### src/rtl/core/crsf_pkg.sv
package crsf_pkg;

  localparam int BUFFER_DEPTH_DEF      = 64;
  localparam int MAX_FRAME_LEN_DEF     = 62;
  localparam int CHANNELS_DEF          = 16;
  localparam int RESCALED_CHANNELS_DEF = 4;
  localparam int STATS_BYTES_DEF       = 10;

  localparam int RESULT_CAP  = 64;
  localparam int CMDQ_DEPTH  = 4;

  localparam logic [7:0] CRC_POLY      = 8'hD5;
  localparam logic [7:0] TYPE_CHANNELS = 8'h16;
  localparam logic [7:0] TYPE_STATS    = 8'h14;

  localparam logic [2:0] KIND_FWD      = 3'd0;
  localparam logic [2:0] KIND_CHANNEL  = 3'd1;
  localparam logic [2:0] KIND_STATS    = 3'd2;
  localparam logic [2:0] KIND_LINK_UP  = 3'd3;
  localparam logic [2:0] KIND_LINK_DN  = 3'd4;

  localparam logic [3:0] CFG_PASSTHROUGH = 4'd0;
  localparam logic [3:0] CFG_PKT_TIMEOUT = 4'd1;
  localparam logic [3:0] CFG_FAILSAFE    = 4'd2;
  localparam logic [3:0] CFG_ADDRESS     = 4'd3;
  localparam logic [3:0] CFG_IN_MIN      = 4'd4;
  localparam logic [3:0] CFG_IN_MAX      = 4'd5;
  localparam logic [3:0] CFG_OUT_MIN     = 4'd6;
  localparam logic [3:0] CFG_OUT_MAX     = 4'd7;

  typedef struct packed {
    logic       action;
    logic [7:0] rx_byte;
  } in_item_t;

  typedef struct packed {
    logic [2:0]         kind;
    logic [3:0]         index;
    logic signed [15:0] value;
    logic               last;
  } out_item_t;

  // command passed from parser to output side
  typedef struct packed {
    logic [2:0]  kind;
    logic [3:0]  index;
    logic [15:0] value;
    logic        rescale;
    logic        last;
  } cmd_t;

  typedef struct packed {
    logic               passthrough_enable;
    logic [15:0]        packet_timeout_ms;
    logic [15:0]        failsafe_ms;
    logic [7:0]         accept_address;
    logic [10:0]        in_min;
    logic [10:0]        in_max;
    logic signed [15:0] out_min;
    logic signed [15:0] out_max;
  } cfg_t;

endpackage

### src/rtl/core/crsf_ram.sv
module crsf_ram #(
  parameter int WIDTH = 8,
  parameter int DEPTH = 64
) (
  input  logic                     clk,
  input  logic                     we,
  input  logic [$clog2(DEPTH)-1:0] waddr,
  input  logic [WIDTH-1:0]         wdata,
  input  logic [$clog2(DEPTH)-1:0] raddr,
  output logic [WIDTH-1:0]         rdata
);

  logic [WIDTH-1:0] mem [DEPTH];

  always_ff @(posedge clk) begin
    if (we) begin
      mem[waddr] <= wdata;
    end
    rdata <= mem[raddr];
  end

endmodule

### src/rtl/core/crsf_cmd_fifo.sv
module crsf_cmd_fifo (
  input  logic              clk,
  input  logic              rst_n,
  input  logic              push,
  input  crsf_pkg::cmd_t    push_data,
  input  logic              pop,
  output crsf_pkg::cmd_t    pop_data,
  output logic              empty,
  output logic              full
);

  localparam int PW = $clog2(crsf_pkg::CMDQ_DEPTH);

  crsf_pkg::cmd_t slot_r [crsf_pkg::CMDQ_DEPTH];
  logic [PW-1:0]  wptr_r, wptr_nxt, rptr_r, rptr_nxt;
  logic [PW:0]    cnt_r, cnt_nxt;

  assign empty    = (cnt_r == '0);
  assign full     = (cnt_r == (PW+1)'(crsf_pkg::CMDQ_DEPTH));
  assign pop_data = slot_r[rptr_r];

  always_comb begin
    wptr_nxt = wptr_r;
    rptr_nxt = rptr_r;
    cnt_nxt  = cnt_r;
    if (push && !full) begin
      wptr_nxt = wptr_r + 1'b1;
      cnt_nxt  = cnt_nxt + 1'b1;
    end
    if (pop && !empty) begin
      rptr_nxt = rptr_r + 1'b1;
      cnt_nxt  = cnt_nxt - 1'b1;
    end
  end

  always_ff @(posedge clk) begin
    if (!rst_n) begin
      wptr_r <= '0;
      rptr_r <= '0;
      cnt_r  <= '0;
    end else begin
      wptr_r <= wptr_nxt;
      rptr_r <= rptr_nxt;
      cnt_r  <= cnt_nxt;
    end
    if (push && !full) begin
      slot_r[wptr_r] <= push_data;
    end
  end

endmodule

### src/rtl/core/crsf_front.sv
module crsf_front #(
  parameter int BUFFER_DEPTH      = crsf_pkg::BUFFER_DEPTH_DEF,
  parameter int MAX_FRAME_LEN     = crsf_pkg::MAX_FRAME_LEN_DEF,
  parameter int CHANNELS          = crsf_pkg::CHANNELS_DEF,
  parameter int RESCALED_CHANNELS = crsf_pkg::RESCALED_CHANNELS_DEF,
  parameter int STATS_BYTES       = crsf_pkg::STATS_BYTES_DEF
) (
  input  logic                clk,
  input  logic                rst_n,
  input  logic                in_push,
  input  crsf_pkg::in_item_t  in_item,
  output logic                in_full,
  input  crsf_pkg::cfg_t      cfg,
  output logic                q_push,
  output crsf_pkg::cmd_t      q_data,
  input  logic                q_full
);

  localparam int PW   = $clog2(BUFFER_DEPTH);
  localparam int FW   = $clog2(BUFFER_DEPTH + 1);
  localparam int NEED = (CHANNELS * 11 + 7) / 8;

  localparam logic [3:0] S_IDLE  = 4'd0;
  localparam logic [3:0] S_LEN   = 4'd1;
  localparam logic [3:0] S_LENW  = 4'd2;
  localparam logic [3:0] S_CRC   = 4'd3;
  localparam logic [3:0] S_CMP   = 4'd4;
  localparam logic [3:0] S_ADDR  = 4'd5;
  localparam logic [3:0] S_TYPE  = 4'd6;
  localparam logic [3:0] S_CH    = 4'd7;
  localparam logic [3:0] S_ST    = 4'd8;
  localparam logic [3:0] S_FLUSH = 4'd9;

  function automatic logic [PW-1:0] phys(input logic [PW-1:0] h, input logic [8:0] j);
    logic [9:0] s;
    s = 10'(h) + 10'(j);
    if (s >= 10'(BUFFER_DEPTH)) s = s - 10'(BUFFER_DEPTH);
    return s[PW-1:0];
  endfunction

  function automatic logic [7:0] crc_byte(input logic [7:0] c_in);
    logic [7:0] c;
    c = c_in;
    for (int b = 0; b < 8; b++) begin
      c = c[7] ? ((c << 1) ^ crsf_pkg::CRC_POLY) : (c << 1);
    end
    return c;
  endfunction

  logic [3:0]      state_r, state_nxt;
  logic [PW-1:0]   head_r, head_nxt;
  logic [FW-1:0]   fill_r, fill_nxt;
  logic [7:0]      len_r, len_nxt;
  logic [8:0]      j_r, j_nxt;
  logic [7:0]      crc_r, crc_nxt;
  logic            match_r, match_nxt;
  logic [17:0]     acc_r, acc_nxt;
  logic [4:0]      nb_r, nb_nxt;
  logic [4:0]      ch_r, ch_nxt;
  logic [6:0]      cnt_r, cnt_nxt;
  crsf_pkg::cmd_t  pend_r, pend_nxt;
  logic            pend_v_r, pend_v_nxt;
  logic [15:0]     msb_r, msb_nxt, msc_r, msc_nxt;
  logic            link_r, link_nxt;
  logic [PW-1:0]   raddr_r, raddr_nxt;

  logic            we;
  logic [PW-1:0]   waddr;
  logic [7:0]      rdata;
  logic            emit_req, emit_go, stall, do_drop;
  crsf_pkg::cmd_t  emit_cmd;
  logic [8:0]      drop_amt;
  logic [17:0]     acc_add;
  logic [5:0]      nb_add;

  crsf_ram #(.WIDTH(8), .DEPTH(BUFFER_DEPTH)) u_buf (
    .clk   (clk),
    .we    (we),
    .waddr (waddr),
    .wdata (in_item.rx_byte),
    .raddr (raddr_nxt),
    .rdata (rdata)
  );

  assign in_full = (state_r != S_IDLE);
  assign waddr   = phys(head_r, 9'(fill_r));
  assign we      = (state_r == S_IDLE) && in_push && !in_item.action
                   && !cfg.passthrough_enable;

  assign acc_add = acc_r | (18'(rdata) << nb_r);
  assign nb_add  = 6'(nb_r) + 6'd8;

  always_comb begin
    state_nxt  = state_r;
    head_nxt   = head_r;
    fill_nxt   = fill_r;
    len_nxt    = len_r;
    j_nxt      = j_r;
    crc_nxt    = crc_r;
    match_nxt  = match_r;
    acc_nxt    = acc_r;
    nb_nxt     = nb_r;
    ch_nxt     = ch_r;
    cnt_nxt    = cnt_r;
    pend_nxt   = pend_r;
    pend_v_nxt = pend_v_r;
    msb_nxt    = msb_r;
    msc_nxt    = msc_r;
    link_nxt   = link_r;
    raddr_nxt  = raddr_r;
    emit_req   = 1'b0;
    emit_cmd   = '0;
    do_drop    = 1'b0;
    drop_amt   = '0;
    q_push     = 1'b0;
    q_data     = pend_r;

    unique case (state_r)
      S_IDLE: begin
        if (in_push) begin
          cnt_nxt = '0;
          if (!in_item.action) begin
            msb_nxt = '0;
            if (cfg.passthrough_enable) begin
              pend_nxt   = '{kind: crsf_pkg::KIND_FWD, index: '0,
                             value: 16'(in_item.rx_byte), rescale: 1'b0, last: 1'b0};
              pend_v_nxt = 1'b1;
              state_nxt  = S_FLUSH;
            end else begin
              fill_nxt  = fill_r + 1'b1;
              state_nxt = S_LEN;
            end
          end else begin
            if (msb_r != 16'hFFFF) msb_nxt = msb_r + 1'b1;
            if (msc_r != 16'hFFFF) msc_nxt = msc_r + 1'b1;
            if (fill_r != '0 && msb_nxt > cfg.packet_timeout_ms) fill_nxt = '0;
            if (link_r && msc_nxt > cfg.failsafe_ms) begin
              pend_nxt   = '{kind: crsf_pkg::KIND_LINK_DN, index: '0, value: '0,
                             rescale: 1'b0, last: 1'b0};
              pend_v_nxt = 1'b1;
              link_nxt   = 1'b0;
            end
            state_nxt = S_FLUSH;
          end
        end
      end
      S_LEN: begin
        if (fill_r > FW'(1)) begin
          raddr_nxt = phys(head_r, 9'd1);
          state_nxt = S_LENW;
        end else begin
          state_nxt = S_FLUSH;
        end
      end
      S_LENW: begin
        len_nxt = rdata;
        if (rdata < 8'd3 || 9'(rdata) > 9'(MAX_FRAME_LEN)) begin
          do_drop  = 1'b1;
          drop_amt = 9'd1;
        end else if (10'(fill_r) >= 10'(rdata) + 10'd2) begin
          crc_nxt   = '0;
          j_nxt     = 9'd2;
          raddr_nxt = phys(head_r, 9'd2);
          state_nxt = S_CRC;
        end else begin
          state_nxt = S_FLUSH;
        end
      end
      S_CRC: begin
        crc_nxt = crc_byte(crc_r ^ rdata);
        if (j_r == 9'(len_r)) begin
          raddr_nxt = phys(head_r, 9'(len_r) + 9'd1);
          state_nxt = S_CMP;
        end else begin
          j_nxt     = j_r + 1'b1;
          raddr_nxt = phys(head_r, j_r + 9'd1);
        end
      end
      S_CMP: begin
        if (rdata == crc_r) begin
          raddr_nxt = phys(head_r, 9'd0);
          state_nxt = S_ADDR;
        end else begin
          do_drop  = 1'b1;
          drop_amt = 9'd1;
        end
      end
      S_ADDR: begin
        match_nxt = (rdata == cfg.accept_address);
        raddr_nxt = phys(head_r, 9'd2);
        state_nxt = S_TYPE;
      end
      S_TYPE: begin
        do_drop  = 1'b1;
        drop_amt = 9'(len_r) + 9'd2;
        if (match_r && rdata == crsf_pkg::TYPE_CHANNELS
            && 9'(len_r) >= 9'(NEED + 2)) begin
          do_drop   = 1'b0;
          emit_req  = !link_r;
          emit_cmd  = '{kind: crsf_pkg::KIND_LINK_UP, index: '0, value: '0,
                        rescale: 1'b0, last: 1'b0};
          link_nxt  = 1'b1;
          msc_nxt   = '0;
          acc_nxt   = '0;
          nb_nxt    = '0;
          ch_nxt    = '0;
          j_nxt     = 9'd3;
          raddr_nxt = phys(head_r, 9'd3);
          state_nxt = S_CH;
        end else if (match_r && rdata == crsf_pkg::TYPE_STATS
                     && 9'(len_r) >= 9'(STATS_BYTES + 2)) begin
          do_drop   = 1'b0;
          j_nxt     = 9'd3;
          raddr_nxt = phys(head_r, 9'd3);
          state_nxt = S_ST;
        end
      end
      S_CH: begin
        acc_nxt = acc_add;
        nb_nxt  = nb_add[4:0];
        if (nb_add >= 6'd11 && ch_r < 5'(CHANNELS)) begin
          emit_req = 1'b1;
          emit_cmd = '{kind: crsf_pkg::KIND_CHANNEL, index: ch_r[3:0],
                       value: 16'(acc_add[10:0]),
                       rescale: (ch_r < 5'(RESCALED_CHANNELS)), last: 1'b0};
          acc_nxt  = acc_add >> 11;
          nb_nxt   = 5'(nb_add - 6'd11);
          ch_nxt   = ch_r + 1'b1;
        end
        if (j_r == 9'(NEED + 2)) begin
          do_drop  = 1'b1;
          drop_amt = 9'(len_r) + 9'd2;
        end else begin
          j_nxt     = j_r + 1'b1;
          raddr_nxt = phys(head_r, j_r + 9'd1);
        end
      end
      S_ST: begin
        emit_req = 1'b1;
        emit_cmd = '{kind: crsf_pkg::KIND_STATS, index: 4'(j_r - 9'd3),
                     value: 16'(rdata), rescale: 1'b0, last: 1'b0};
        if (j_r == 9'(STATS_BYTES + 2)) begin
          do_drop  = 1'b1;
          drop_amt = 9'(len_r) + 9'd2;
        end else begin
          j_nxt     = j_r + 1'b1;
          raddr_nxt = phys(head_r, j_r + 9'd1);
        end
      end
      S_FLUSH: begin
        if (fill_r == FW'(BUFFER_DEPTH)) fill_nxt = '0;
        if (pend_v_r) begin
          if (!q_full) begin
            q_push      = 1'b1;
            q_data.last = 1'b1;
            pend_v_nxt  = 1'b0;
            state_nxt   = S_IDLE;
          end
        end else begin
          state_nxt = S_IDLE;
        end
      end
      default: state_nxt = S_IDLE;
    endcase

    if (do_drop) begin
      state_nxt = S_LEN;
      if (10'(drop_amt) >= 10'(fill_r)) begin
        fill_nxt = '0;
      end else begin
        fill_nxt = fill_r - FW'(drop_amt);
        head_nxt = phys(head_r, drop_amt);
      end
    end

    // results past the cap are dropped; the held one is released when the next arrives, or at the flush, flagged last
    emit_go = emit_req && (cnt_r < 7'(crsf_pkg::RESULT_CAP));
    stall   = emit_go && pend_v_r && q_full;
    if (emit_go && !stall) begin
      cnt_nxt    = cnt_r + 1'b1;
      pend_nxt   = emit_cmd;
      pend_v_nxt = 1'b1;
      q_push     = pend_v_r;
    end

    if (stall) begin
      state_nxt = state_r;
      head_nxt  = head_r;
      fill_nxt  = fill_r;
      j_nxt     = j_r;
      acc_nxt   = acc_r;
      nb_nxt    = nb_r;
      ch_nxt    = ch_r;
      msc_nxt   = msc_r;
      link_nxt  = link_r;
      raddr_nxt = raddr_r;
    end
  end

  always_ff @(posedge clk) begin
    if (!rst_n) begin
      state_r  <= S_IDLE;
      fill_r   <= '0;
      head_r   <= '0;
      cnt_r    <= '0;
      pend_v_r <= 1'b0;
      msb_r    <= '0;
      msc_r    <= '0;
      link_r   <= 1'b0;
    end else begin
      state_r  <= state_nxt;
      fill_r   <= fill_nxt;
      head_r   <= head_nxt;
      cnt_r    <= cnt_nxt;
      pend_v_r <= pend_v_nxt;
      msb_r    <= msb_nxt;
      msc_r    <= msc_nxt;
      link_r   <= link_nxt;
    end
    len_r   <= len_nxt;
    j_r     <= j_nxt;
    crc_r   <= crc_nxt;
    match_r <= match_nxt;
    acc_r   <= acc_nxt;
    nb_r    <= nb_nxt;
    ch_r    <= ch_nxt;
    pend_r  <= pend_nxt;
    raddr_r <= raddr_nxt;
  end

endmodule

### src/rtl/core/crsf_back.sv
module crsf_back (
  input  logic                clk,
  input  logic                rst_n,
  input  crsf_pkg::cfg_t      cfg,
  input  logic                q_empty,
  input  crsf_pkg::cmd_t      q_data,
  output logic                q_pop,
  output crsf_pkg::out_item_t out_item,
  output logic                out_empty,
  input  logic                out_pop
);

  localparam logic [2:0] B_IDLE = 3'd0;
  localparam logic [2:0] B_PREP = 3'd1;
  localparam logic [2:0] B_MUL  = 3'd2;
  localparam logic [2:0] B_ABS  = 3'd3;
  localparam logic [2:0] B_DIV  = 3'd4;
  localparam logic [2:0] B_FIN  = 3'd5;
  localparam logic [2:0] B_DONE = 3'd6;

  logic [2:0]                state_r, state_nxt;
  crsf_pkg::cmd_t            cmd_r, cmd_nxt;
  logic signed [11:0]        dx_r, dx_nxt, den_r, den_nxt;
  logic signed [16:0]        rng_r, rng_nxt;
  logic signed [28:0]        prod_r, prod_nxt;
  logic [27:0]               quo_r, quo_nxt;
  logic [10:0]               rem_r, rem_nxt, dvs_r, dvs_nxt;
  logic                      neg_r, neg_nxt;
  logic [4:0]                it_r, it_nxt;
  logic signed [15:0]        res_r, res_nxt;
  crsf_pkg::out_item_t       out_r, out_nxt;
  logic                      out_v_r, out_v_nxt;
  logic                      slot_free;
  logic [11:0]               rem2;
  logic [28:0]               pmag, dmag;
  logic signed [29:0]        sq, vsum;

  assign slot_free = !out_v_r || out_pop;
  assign out_item  = out_r;
  assign out_empty = !out_v_r;

  assign rem2 = {rem_r, quo_r[27]};
  assign pmag = prod_r[28] ? 29'(-prod_r) : 29'(prod_r);
  assign dmag = den_r[11] ? 29'(-den_r) : 29'(den_r);
  assign sq   = neg_r ? -$signed({2'b00, quo_r}) : $signed({2'b00, quo_r});
  assign vsum = sq + 30'(cfg.out_min);

  always_comb begin
    state_nxt = state_r;
    cmd_nxt   = cmd_r;
    dx_nxt    = dx_r;
    den_nxt   = den_r;
    rng_nxt   = rng_r;
    prod_nxt  = prod_r;
    quo_nxt   = quo_r;
    rem_nxt   = rem_r;
    dvs_nxt   = dvs_r;
    neg_nxt   = neg_r;
    it_nxt    = it_r;
    res_nxt   = res_r;
    out_nxt   = out_r;
    out_v_nxt = out_v_r && !out_pop;
    q_pop     = 1'b0;

    unique case (state_r)
      B_IDLE: begin
        if (!q_empty) begin
          if (q_data.rescale) begin
            q_pop     = 1'b1;
            cmd_nxt   = q_data;
            state_nxt = B_PREP;
          end else if (slot_free) begin
            q_pop     = 1'b1;
            out_nxt   = '{kind: q_data.kind, index: q_data.index,
                          value: $signed(q_data.value), last: q_data.last};
            out_v_nxt = 1'b1;
          end
        end
      end
      B_PREP: begin
        dx_nxt  = $signed({1'b0, cmd_r.value[10:0]}) - $signed({1'b0, cfg.in_min});
        den_nxt = $signed({1'b0, cfg.in_max}) - $signed({1'b0, cfg.in_min});
        rng_nxt = $signed({cfg.out_max[15], cfg.out_max})
                  - $signed({cfg.out_min[15], cfg.out_min});
        if (cfg.in_max == cfg.in_min) begin
          res_nxt   = cfg.out_min;
          state_nxt = B_DONE;
        end else begin
          state_nxt = B_MUL;
        end
      end
      B_MUL: begin
        prod_nxt  = dx_r * rng_r;
        state_nxt = B_ABS;
      end
      B_ABS: begin
        quo_nxt   = pmag[27:0];
        dvs_nxt   = dmag[10:0];
        neg_nxt   = prod_r[28] ^ den_r[11];
        rem_nxt   = '0;
        it_nxt    = '0;
        state_nxt = B_DIV;
      end
      B_DIV: begin
        // restoring division, one quotient bit per cycle
        if (rem2 >= {1'b0, dvs_r}) begin
          rem_nxt = 11'(rem2 - {1'b0, dvs_r});
          quo_nxt = {quo_r[26:0], 1'b1};
        end else begin
          rem_nxt = rem2[10:0];
          quo_nxt = {quo_r[26:0], 1'b0};
        end
        it_nxt = it_r + 1'b1;
        if (it_r == 5'd27) state_nxt = B_FIN;
      end
      B_FIN: begin
        if (vsum > 30'sd32767) begin
          res_nxt = 16'sh7FFF;
        end else if (vsum < -30'sd32768) begin
          res_nxt = 16'sh8000;
        end else begin
          res_nxt = vsum[15:0];
        end
        state_nxt = B_DONE;
      end
      B_DONE: begin
        if (slot_free) begin
          out_nxt   = '{kind: cmd_r.kind, index: cmd_r.index, value: res_r,
                        last: cmd_r.last};
          out_v_nxt = 1'b1;
          state_nxt = B_IDLE;
        end
      end
      default: state_nxt = B_IDLE;
    endcase
  end

  always_ff @(posedge clk) begin
    if (!rst_n) begin
      state_r <= B_IDLE;
      out_v_r <= 1'b0;
    end else begin
      state_r <= state_nxt;
      out_v_r <= out_v_nxt;
    end
    cmd_r  <= cmd_nxt;
    dx_r   <= dx_nxt;
    den_r  <= den_nxt;
    rng_r  <= rng_nxt;
    prod_r <= prod_nxt;
    quo_r  <= quo_nxt;
    rem_r  <= rem_nxt;
    dvs_r  <= dvs_nxt;
    neg_r  <= neg_nxt;
    it_r   <= it_nxt;
    res_r  <= res_nxt;
    out_r  <= out_nxt;
  end

endmodule

### src/rtl/core/crsf_frame_receiver_unit.sv
// Serial frame receiver. Each input item is one received byte or one millisecond
// tick; results come out through a queue-style port, the final one of an item
// flagged with last. A byte item keeps the input full for the buffer scan:
// dropping leading bytes, the CRC check of a complete candidate frame, and for a
// frame that passes it, decoding of the payload bytes. The scan is bound by the
// single read port of the frame buffer. A tick keeps the input full while it
// updates the timers and flushes a pending result. Rescaled channels go through
// a serial divider on the output side, while the parser carries on behind a
// four-entry command queue.
// Configuration is taken at any time (cfg_ready is always high) but must only
// be written while the block is idle.
module crsf_frame_receiver_unit #(
  parameter int BUFFER_DEPTH      = crsf_pkg::BUFFER_DEPTH_DEF,
  parameter int MAX_FRAME_LEN     = crsf_pkg::MAX_FRAME_LEN_DEF,
  parameter int CHANNELS          = crsf_pkg::CHANNELS_DEF,
  parameter int RESCALED_CHANNELS = crsf_pkg::RESCALED_CHANNELS_DEF,
  parameter int STATS_BYTES       = crsf_pkg::STATS_BYTES_DEF
) (
  input  logic                clk,
  input  logic                rst_n,
  input  logic                in_push,
  input  crsf_pkg::in_item_t  in_item,
  output logic                in_full,
  output crsf_pkg::out_item_t out_item,
  output logic                out_empty,
  input  logic                out_pop,
  input  logic                cfg_valid,
  output logic                cfg_ready,
  input  logic [3:0]          cfg_index,
  input  logic [15:0]         cfg_data
);

  crsf_pkg::cfg_t cfg_r, cfg_nxt;
  logic           q_push, q_pop, q_empty, q_full;
  crsf_pkg::cmd_t q_wdata, q_rdata;

  assign cfg_ready = 1'b1;

  always_comb begin
    cfg_nxt = cfg_r;
    if (cfg_valid) begin
      unique case (cfg_index)
        crsf_pkg::CFG_PASSTHROUGH: cfg_nxt.passthrough_enable = cfg_data[0];
        crsf_pkg::CFG_PKT_TIMEOUT: cfg_nxt.packet_timeout_ms  = cfg_data;
        crsf_pkg::CFG_FAILSAFE:    cfg_nxt.failsafe_ms        = cfg_data;
        crsf_pkg::CFG_ADDRESS:     cfg_nxt.accept_address     = cfg_data[7:0];
        crsf_pkg::CFG_IN_MIN:      cfg_nxt.in_min             = cfg_data[10:0];
        crsf_pkg::CFG_IN_MAX:      cfg_nxt.in_max             = cfg_data[10:0];
        crsf_pkg::CFG_OUT_MIN:     cfg_nxt.out_min            = $signed(cfg_data);
        crsf_pkg::CFG_OUT_MAX:     cfg_nxt.out_max            = $signed(cfg_data);
        default: ;
      endcase
    end
  end

  always_ff @(posedge clk) begin
    if (!rst_n) begin
      cfg_r <= '{passthrough_enable: 1'b0, packet_timeout_ms: 16'd100,
                 failsafe_ms: 16'd1000, accept_address: 8'd200,
                 in_min: 11'd172, in_max: 11'd1811,
                 out_min: 16'sd191, out_max: 16'sd1792};
    end else begin
      cfg_r <= cfg_nxt;
    end
  end

  crsf_front #(
    .BUFFER_DEPTH      (BUFFER_DEPTH),
    .MAX_FRAME_LEN     (MAX_FRAME_LEN),
    .CHANNELS          (CHANNELS),
    .RESCALED_CHANNELS (RESCALED_CHANNELS),
    .STATS_BYTES       (STATS_BYTES)
  ) u_front (
    .clk     (clk),
    .rst_n   (rst_n),
    .in_push (in_push),
    .in_item (in_item),
    .in_full (in_full),
    .cfg     (cfg_r),
    .q_push  (q_push),
    .q_data  (q_wdata),
    .q_full  (q_full)
  );

  crsf_cmd_fifo u_cmdq (
    .clk       (clk),
    .rst_n     (rst_n),
    .push      (q_push),
    .push_data (q_wdata),
    .pop       (q_pop),
    .pop_data  (q_rdata),
    .empty     (q_empty),
    .full      (q_full)
  );

  crsf_back u_back (
    .clk       (clk),
    .rst_n     (rst_n),
    .cfg       (cfg_r),
    .q_empty   (q_empty),
    .q_data    (q_rdata),
    .q_pop     (q_pop),
    .out_item  (out_item),
    .out_empty (out_empty),
    .out_pop   (out_pop)
  );

endmodule
### config.mk
export PLATFORM = sky130hd
export DESIGN_NAME = crsf_frame_receiver_unit
export DESIGN_NICKNAME = d
export VERILOG_FILES = /design/src/rtl/core/crsf_pkg.sv /design/src/rtl/core/crsf_ram.sv /design/src/rtl/core/crsf_cmd_fifo.sv /design/src/rtl/core/crsf_front.sv /design/src/rtl/core/crsf_back.sv /design/src/rtl/core/crsf_frame_receiver_unit.sv
export SDC_FILE = /design/constraint.sdc
export NUM_CORES = 2
export LEC_CHECK = 0
export ABC_AREA = 1
export BUFFER_PORTS_ARGS = -buffer_cell sky130_fd_sc_hd__buf_2
export CAP_MARGIN = 20
export CORE_MARGIN = 2
export CORE_UTILIZATION = 50
export CTS_BUF_LIST = sky130_fd_sc_hd__clkbuf_8
export DETAILED_ROUTE_END_ITERATION = 8
export PLACE_DENSITY = 0.7
export REMOVE_ABC_BUFFERS = 1
export SLEW_MARGIN = 20
export SYNTH_ARGS = -nofsm -noshare
export SYNTH_HDL_FRONTEND = slang
export SYNTH_HIERARCHICAL = 1
export SYNTH_SLANG_ARGS = --single-unit
### constraint.sdc
create_clock -name clk -period 7.6 [get_ports clk]
set_clock_uncertainty 0.15 [all_clocks]
set_input_delay 0.38 -clock clk [delete_from_list [all_inputs] [get_ports clk]]
set_output_delay 0.38 -clock clk [all_outputs]
set_load 0.02 [all_outputs]
# After elaboration in Yosys (flattened, before gate mapping)
# Memories as Yosys holds them, arrays and structs flattened. A register that Yosys moved wholly into a read port is not among the register bits.
# Index checks and enable logic that the tools add are counted.
[word_totals]
word_cells = 440
input_bits = 34
ramBits = 612
register_bits = 434
mem_count = 2
[memory_table]
columns = ["memory", "words", "width", "rd", "rd_clocked_by_memory_dff", "wr", "line", "text"]
rows = [
  ["u_front.u_buf.mem", 64, 8, 1, 1, 1, "crsf_ram.sv:13", "logic [WIDTH-1:0] mem [DEPTH];"],
  ["u_cmdq.slot_r", 4, 25, 1, 1, 1, "crsf_cmd_fifo.sv:14", "crsf_pkg::cmd_t slot_r [crsf_pkg::CMDQ_DEPTH];"],
]
[op_classes]
n_eq_ne = 67
shift = 1
mul = 1
bitwise = 14
n_lt_le_gt_ge = 24
n_reduce_logical = 71
mux = 167
addsub = 41
[op_table]
columns = ["operator", "count"]
rows = [
  ["16-bit 2-to-1 mux", 15],
  ["25-bit 2-to-1 mux", 6],
  ["24-bit 2-to-1 mux", 5],
  ["6-bit 2-to-1 mux", 18],
  ["9-bit case mux with 5 select lines", 2],
  ["9-bit 2-to-1 mux", 9],
  ["8-bit 2-to-1 mux", 10],
  ["25-bit case mux with 3 select lines", 1],
  ["7-bit 2-to-1 mux", 10],
  ["16-bit case mux with 2 select lines", 2],
  ["28-bit case mux with 2 select lines", 1],
  ["4-bit 2-to-1 mux", 13],
  ["24-bit case mux with 2 select lines", 1],
  ["6-bit case mux with 8 select lines", 1],
  ["6-bit by 1-bit subtractor with 6-bit output, second input constant", 8],
  ["1-bit 2-to-1 mux", 40],
  ["5-bit NOT", 8],
  ["18-bit 2-to-1 mux", 2],
  ["18-bit case mux with 2 select lines", 1],
  ["4-bit case mux with 9 select lines", 1],
  ["16-bit by 1-bit adder with 16-bit output, second input constant", 2],
  ["4-bit by 3-bit == test with 1-bit output, second input constant", 8],
  ["16-bit greater-than comparator", 2],
  ["16-bit != test, second input constant", 2],
  ["other kinds (101)", 218],
]

# Longest topological paths before layout
[logic_depth]
ltp_word = 18
mapped_depth = 34
ltp_nobuf = 33

# Modules after synthesis
# The synthesis kept the hierarchy.
[modules_own_cells]
columns = ["module", "n_inst", "cells_per_inst", "area_each_um2", "seq_area_each_um2"]
rows = [
  ["crsf_ram", 1, 1822, 21291.7, 15534.9],
  ["crsf_back", 1, 2481, 20299.5, 5635.4],
  ["crsf_front", 1, 1724, 11705.0, 3473.3],
  ["crsf_cmd_fifo", 1, 318, 4205.3, 3183.1],
  ["crsf_frame_receiver_unit", 1, 526, 3727.3, 1901.8],
]

# Worst setup path before layout
# OpenSTA, ideal clock, no wires.
[synth_timing]
kind = "reg-to-reg"
startpoint = "register u_back.dx_r[5]"
endpoint = "register u_back.prod_r[21], data pin"
setup_time_ns = 0.258
setup_slack_ns = 2.099
stages_incl_launch_ff = 21
synth_period_minus_slack_ns = 5.501
arrival_ns = 5.093
path_cell_list = "edfxtp_1 -> clkbuf_1 -> clkbuf_1 -> nand2_1 -> fa_1 -> fa_1 -> fa_1 -> inv_1 -> fa_1 -> inv_1 -> fa_1 -> inv_1 -> ha_1 -> nand2_1 -> o21ai_0 -> nor2_1 -> o21ai_0 -> a31oi_1 -> o21ai_0 -> a21oi_1 -> xnor2_1"
[synth_between]
elab_chain_len = 1
[synth_rtl]
columns = ["item", "line", "text"]
rows = [
  ["start, declared", "crsf_back.sv:23", "logic signed [11:0] dx_r, dx_nxt, den_r, den_nxt;"],
  ["start signal, assigned", "crsf_back.sv:147", "dx_r <= dx_nxt;"],
  ["12-bit by 17-bit multiplier with 29-bit output", "crsf_back.sv:93", "prod_nxt = dx_r * rng_r;"],
  ["end signal, assigned", "crsf_back.sv:150", "prod_r <= prod_nxt;"],
  ["end, declared", "crsf_back.sv:25", "logic signed [28:0] prod_r, prod_nxt;"],
]
# No other way between the ends.
# A chain may end at the register's enable or synchronous reset.

# Worst setup path after layout
[layout_timing]
startpoint = "register u_back.dx_r[1]"
endpoint = "register u_back.prod_r[24], data pin"
# Same word-level chain as after synthesis.

==> results.yml <==
clocking:
  htree_levels: 4
  cts_made_buffers: 172
  cts_sinks: 1050
  worst_skew_pair.late_latency_ps: 880
  ctsResizeCount: 0
  cts_setup_buffers: 0
  root_buffer: "clkbuf_8"
  cts.clk_slew.worst_paths_ps: 60
  cts_tree: "yes"
  clockBufferDepth: 3
final_layout:
  utilization_pct: 54.3
  final_nets: 7403
  seqCellArea_sq_um: 29700
  multi_input_area_sq_um: 27000
  layout-drive-gt1-share_pct: 6.66
  fillers: 10909
  fin_cells: 8695
  syn_to_final_growth_pct: 7.99
power_and_ir_drop:
  leakagePower_nw: 28.6
  finalPower_mw: 28.4
  p_per_area_nw_per_um2: 430
  peakVddDrop_mv: 1.50
sta:
  max_slew_margin_pct: 24.9
  setup_violations: 0
  maxSlewViolCount: 0
  min_period_ps: 6080
  rsz0062_at_grt: "false"
  worst_pin_slew_ps: 1130
  holdWs_ps: 73.8
  fin_crit_sh_pct: 80.0
  timing.fmax_mhz: 164
  final-hold-violation-count: 0
synth:
  syn_avg_cell_area_sq_um: 8.91
  yosys.cell_types.count: 69
  syn_inst: 6871
  ys_warn_count: 6
  synth_top_cell_by_area: "edfxtp_1"
  synthesis.area_sq_um: 61200
  synth.top_cells.by_area: "edfxtp_1 43%, nand2_1 12%, fa_1 6.5%"
  synth_edf_count: 870
  ys_seq_area_share_pct: 48.6
  synthFlopType: "edfxtp_1"
  synth_seq_cells: 1050
  synth_top_area_share_pct: 42.7
  async_flop_share_pct: 0
worst_setup_path:
  critical_path_arrival_ps: 6520
  path_cells: "nand2_1 > fa_1 > inv_1 > fa_1 > inv_1 > fa_1 > inv_1 > fa_1 > inv_1 > fa_1 > inv_1 > ha_1 > a21oi_1 > nor2_1 > nor2_1 > nand2_1 > a31oi_1 > o21ai_0 > nand2_1 > nand2_1 > a21oi_1 > xnor2_1"
  cp-end-kind: "register"
  cp_max_fo: 17
  cp_slowest_stage_delay_ps: 910
  crit_start: "u_back/dx_r[1]"
  startpoint_type: "register"
  worst_path_max_delay_cell: "edfxtp_1"
  crit_type: "register to register"
  r2r_start: "u_back/dx_r[1]"
  cp.required_ps: 8040
global_routing:
  grtUsageMet1_pct: 34.2
  busiest_layer: "met2"
  grt_use_met3_pct: 3.42
  met2_usage_pct: 41.4
  grt_usage_pct: 25.3
  grt_pass1_wl_mm: 250
  grt_start_max_net_pins: 158
  antenna_found_initial: 4
  gr-total-overflow: 0
  grt_pass1_vias: 45614
placed_design:
  place_inst: 8342
  gp_congestion: 0.941
  hpwl_mm: 110
  port-buffer-count: 59
hold_path:
  worst_hold_startpoint: "in_item[6]"
  hold_class: "primary input to register"
floorplanning:
  start_util_pct: 50.3
  dieHeight_um: 354
  num_rows: 128
  core_area_sq_um: 122000
  die_w_um: 354
  io_pins: 61
  die_area_sq_um: 125000
detailed_routing:
  drtAntennaViolNets: 0
  num_vias: 46852
  dr.first_iter.drc_count: 4339
  routedWlPerCell_um: 18.3
  drt-pass1-iter-count: 6
  avgViaCountPerCell: 5.39
  routed_wl_mm: 159
  drcViolationCount: 0
run_status:
  outcome: "complete, no violations"
run:
  cap_violations: 0
-- where the power goes --
group          internal (mW)  total, mW  switching, mW
sequential              6.95       7.35          0.396
combinational           5.26       16.5           11.3
clock                   2.22       4.52           2.30
-- layer usage --
| metal | vias up | share of wire [%] |
|---|---|---|
| met5 | - | 0.017 |
| met4 | 4 | 3.5 |
| met3 | 303 | 6.6 |
| met2 | 1692 | 47 |
| met1 | 22228 | 43 |
| li1 | 22625 | - |
-- cell usage after synthesis, drive strengths merged (34+ instances only) --
library cell  number
a21oi            222
buf              163
clkbuf            97
dfxtp            180
edfxtp           870
fa               198
ha               242
inv              824
nand2           2007
nand3            696
nand4             56
nor2             582
nor3              58
o21ai            226
o22ai             34
xnor2             76
xor2             153
-- cells by family after synthesis --
group,synth area share [%]
xor+xnor,3.30
fa+ha+maj,11.4
other cells,0.0123
simple gates,23.9
mux,0.0490
compound gates,5.34
buf+inv,7.45
flops,48.6
-- registers in the layout, summed over array words and instances (netlist names), 12 cells and up, named ones only --
| register | flops |
|---|---|
| cfg_r | 95 |
| u_back/cmd_r | 19 |
| u_back/den_r | 12 |
| u_back/dx_r | 12 |
| u_back/out_item | 24 |
| u_back/prod_r | 29 |
| u_back/quo_r | 28 |
| u_back/res_r | 16 |
| u_back/rng_r | 17 |
| u_cmdq/slot_r | 100 |
| u_front/acc_r | 18 |
| u_front/msb_r | 16 |
| u_front/msc_r | 16 |
| u_front/q_data | 19 |
| u_front/u_buf/mem | 512 |
-- area by class of cell --
| cell class | count | share of cell area (%) |
|---|---|---|
| Antenna cell | 2 | 0.00757 |
| Tap cell | 1625 | 3.08 |
| Clock buffer | 177 | 3.68 |
| Multi-Input combinational cell | 4735 | 40.9 |
| Inverter | 830 | 4.74 |
| Clock inverter | 136 | 1.05 |
| Timing Repair Buffer | 140 | 1.57 |
| Sequential cell | 1050 | 45.0 |
-- final timing paths --
check	to	slack, ps	cells after the start
max reg2reg	u_back/prod_r[24]	1520	22
min reg2reg	cfg_r[45]	300	2
max	u_back/prod_r[24]	1520	22
min	u_front/u_buf/mem[37][6]	70	2
-- metrics by stage --
stage | cell area (sq um) | TNS (ps) | setup slack [ps]
2_1_floorplan | 59800 | -11390 | -1430
3_3_place_gp | 62600 | 0 | 1590
3_5_place_dp | 62600 | 0 | 1600
4_1_cts | 66100 | 0 | 1570
5_1_grt | 66100 | 0 | 1090
6_report | 66100 | 0 | 1520
-- critical path, delay by kind of cell, from the launching register on --
kind,cells,cell delay (ps)
DFF,1,910
AOI/OAI and AO/OA,4,860
and+or+nand+nor,6,620
adders and majority gates,6,2890
xor gates and xnor gates,1,100
buffers and inverters,5,260
-- timing repair --
item,CTS,global route
endpoints found under the hold margin,149,0
hold buffers,38,0
endpoints found under the setup margin,0,0
-- cells in the final DEF (no fill, tap or decap), types with 58 or more instances in the layout --
| cell | count |
|---|---|
| dfxtp_1 | 180 |
| clkbuf_8 | 177 |
| o21ai_0 | 217 |
| inv_1 | 865 |
| a21oi_1 | 217 |
| xnor2_1 | 75 |
| xor2_1 | 152 |
| fa_1 | 198 |
| buf_2 | 58 |
| nor2_1 | 548 |
| ha_1 | 242 |
| nand2_1 | 1985 |
| nand3_1 | 679 |
| edfxtp_1 | 870 |
Power figures use the tool's default switching activity.
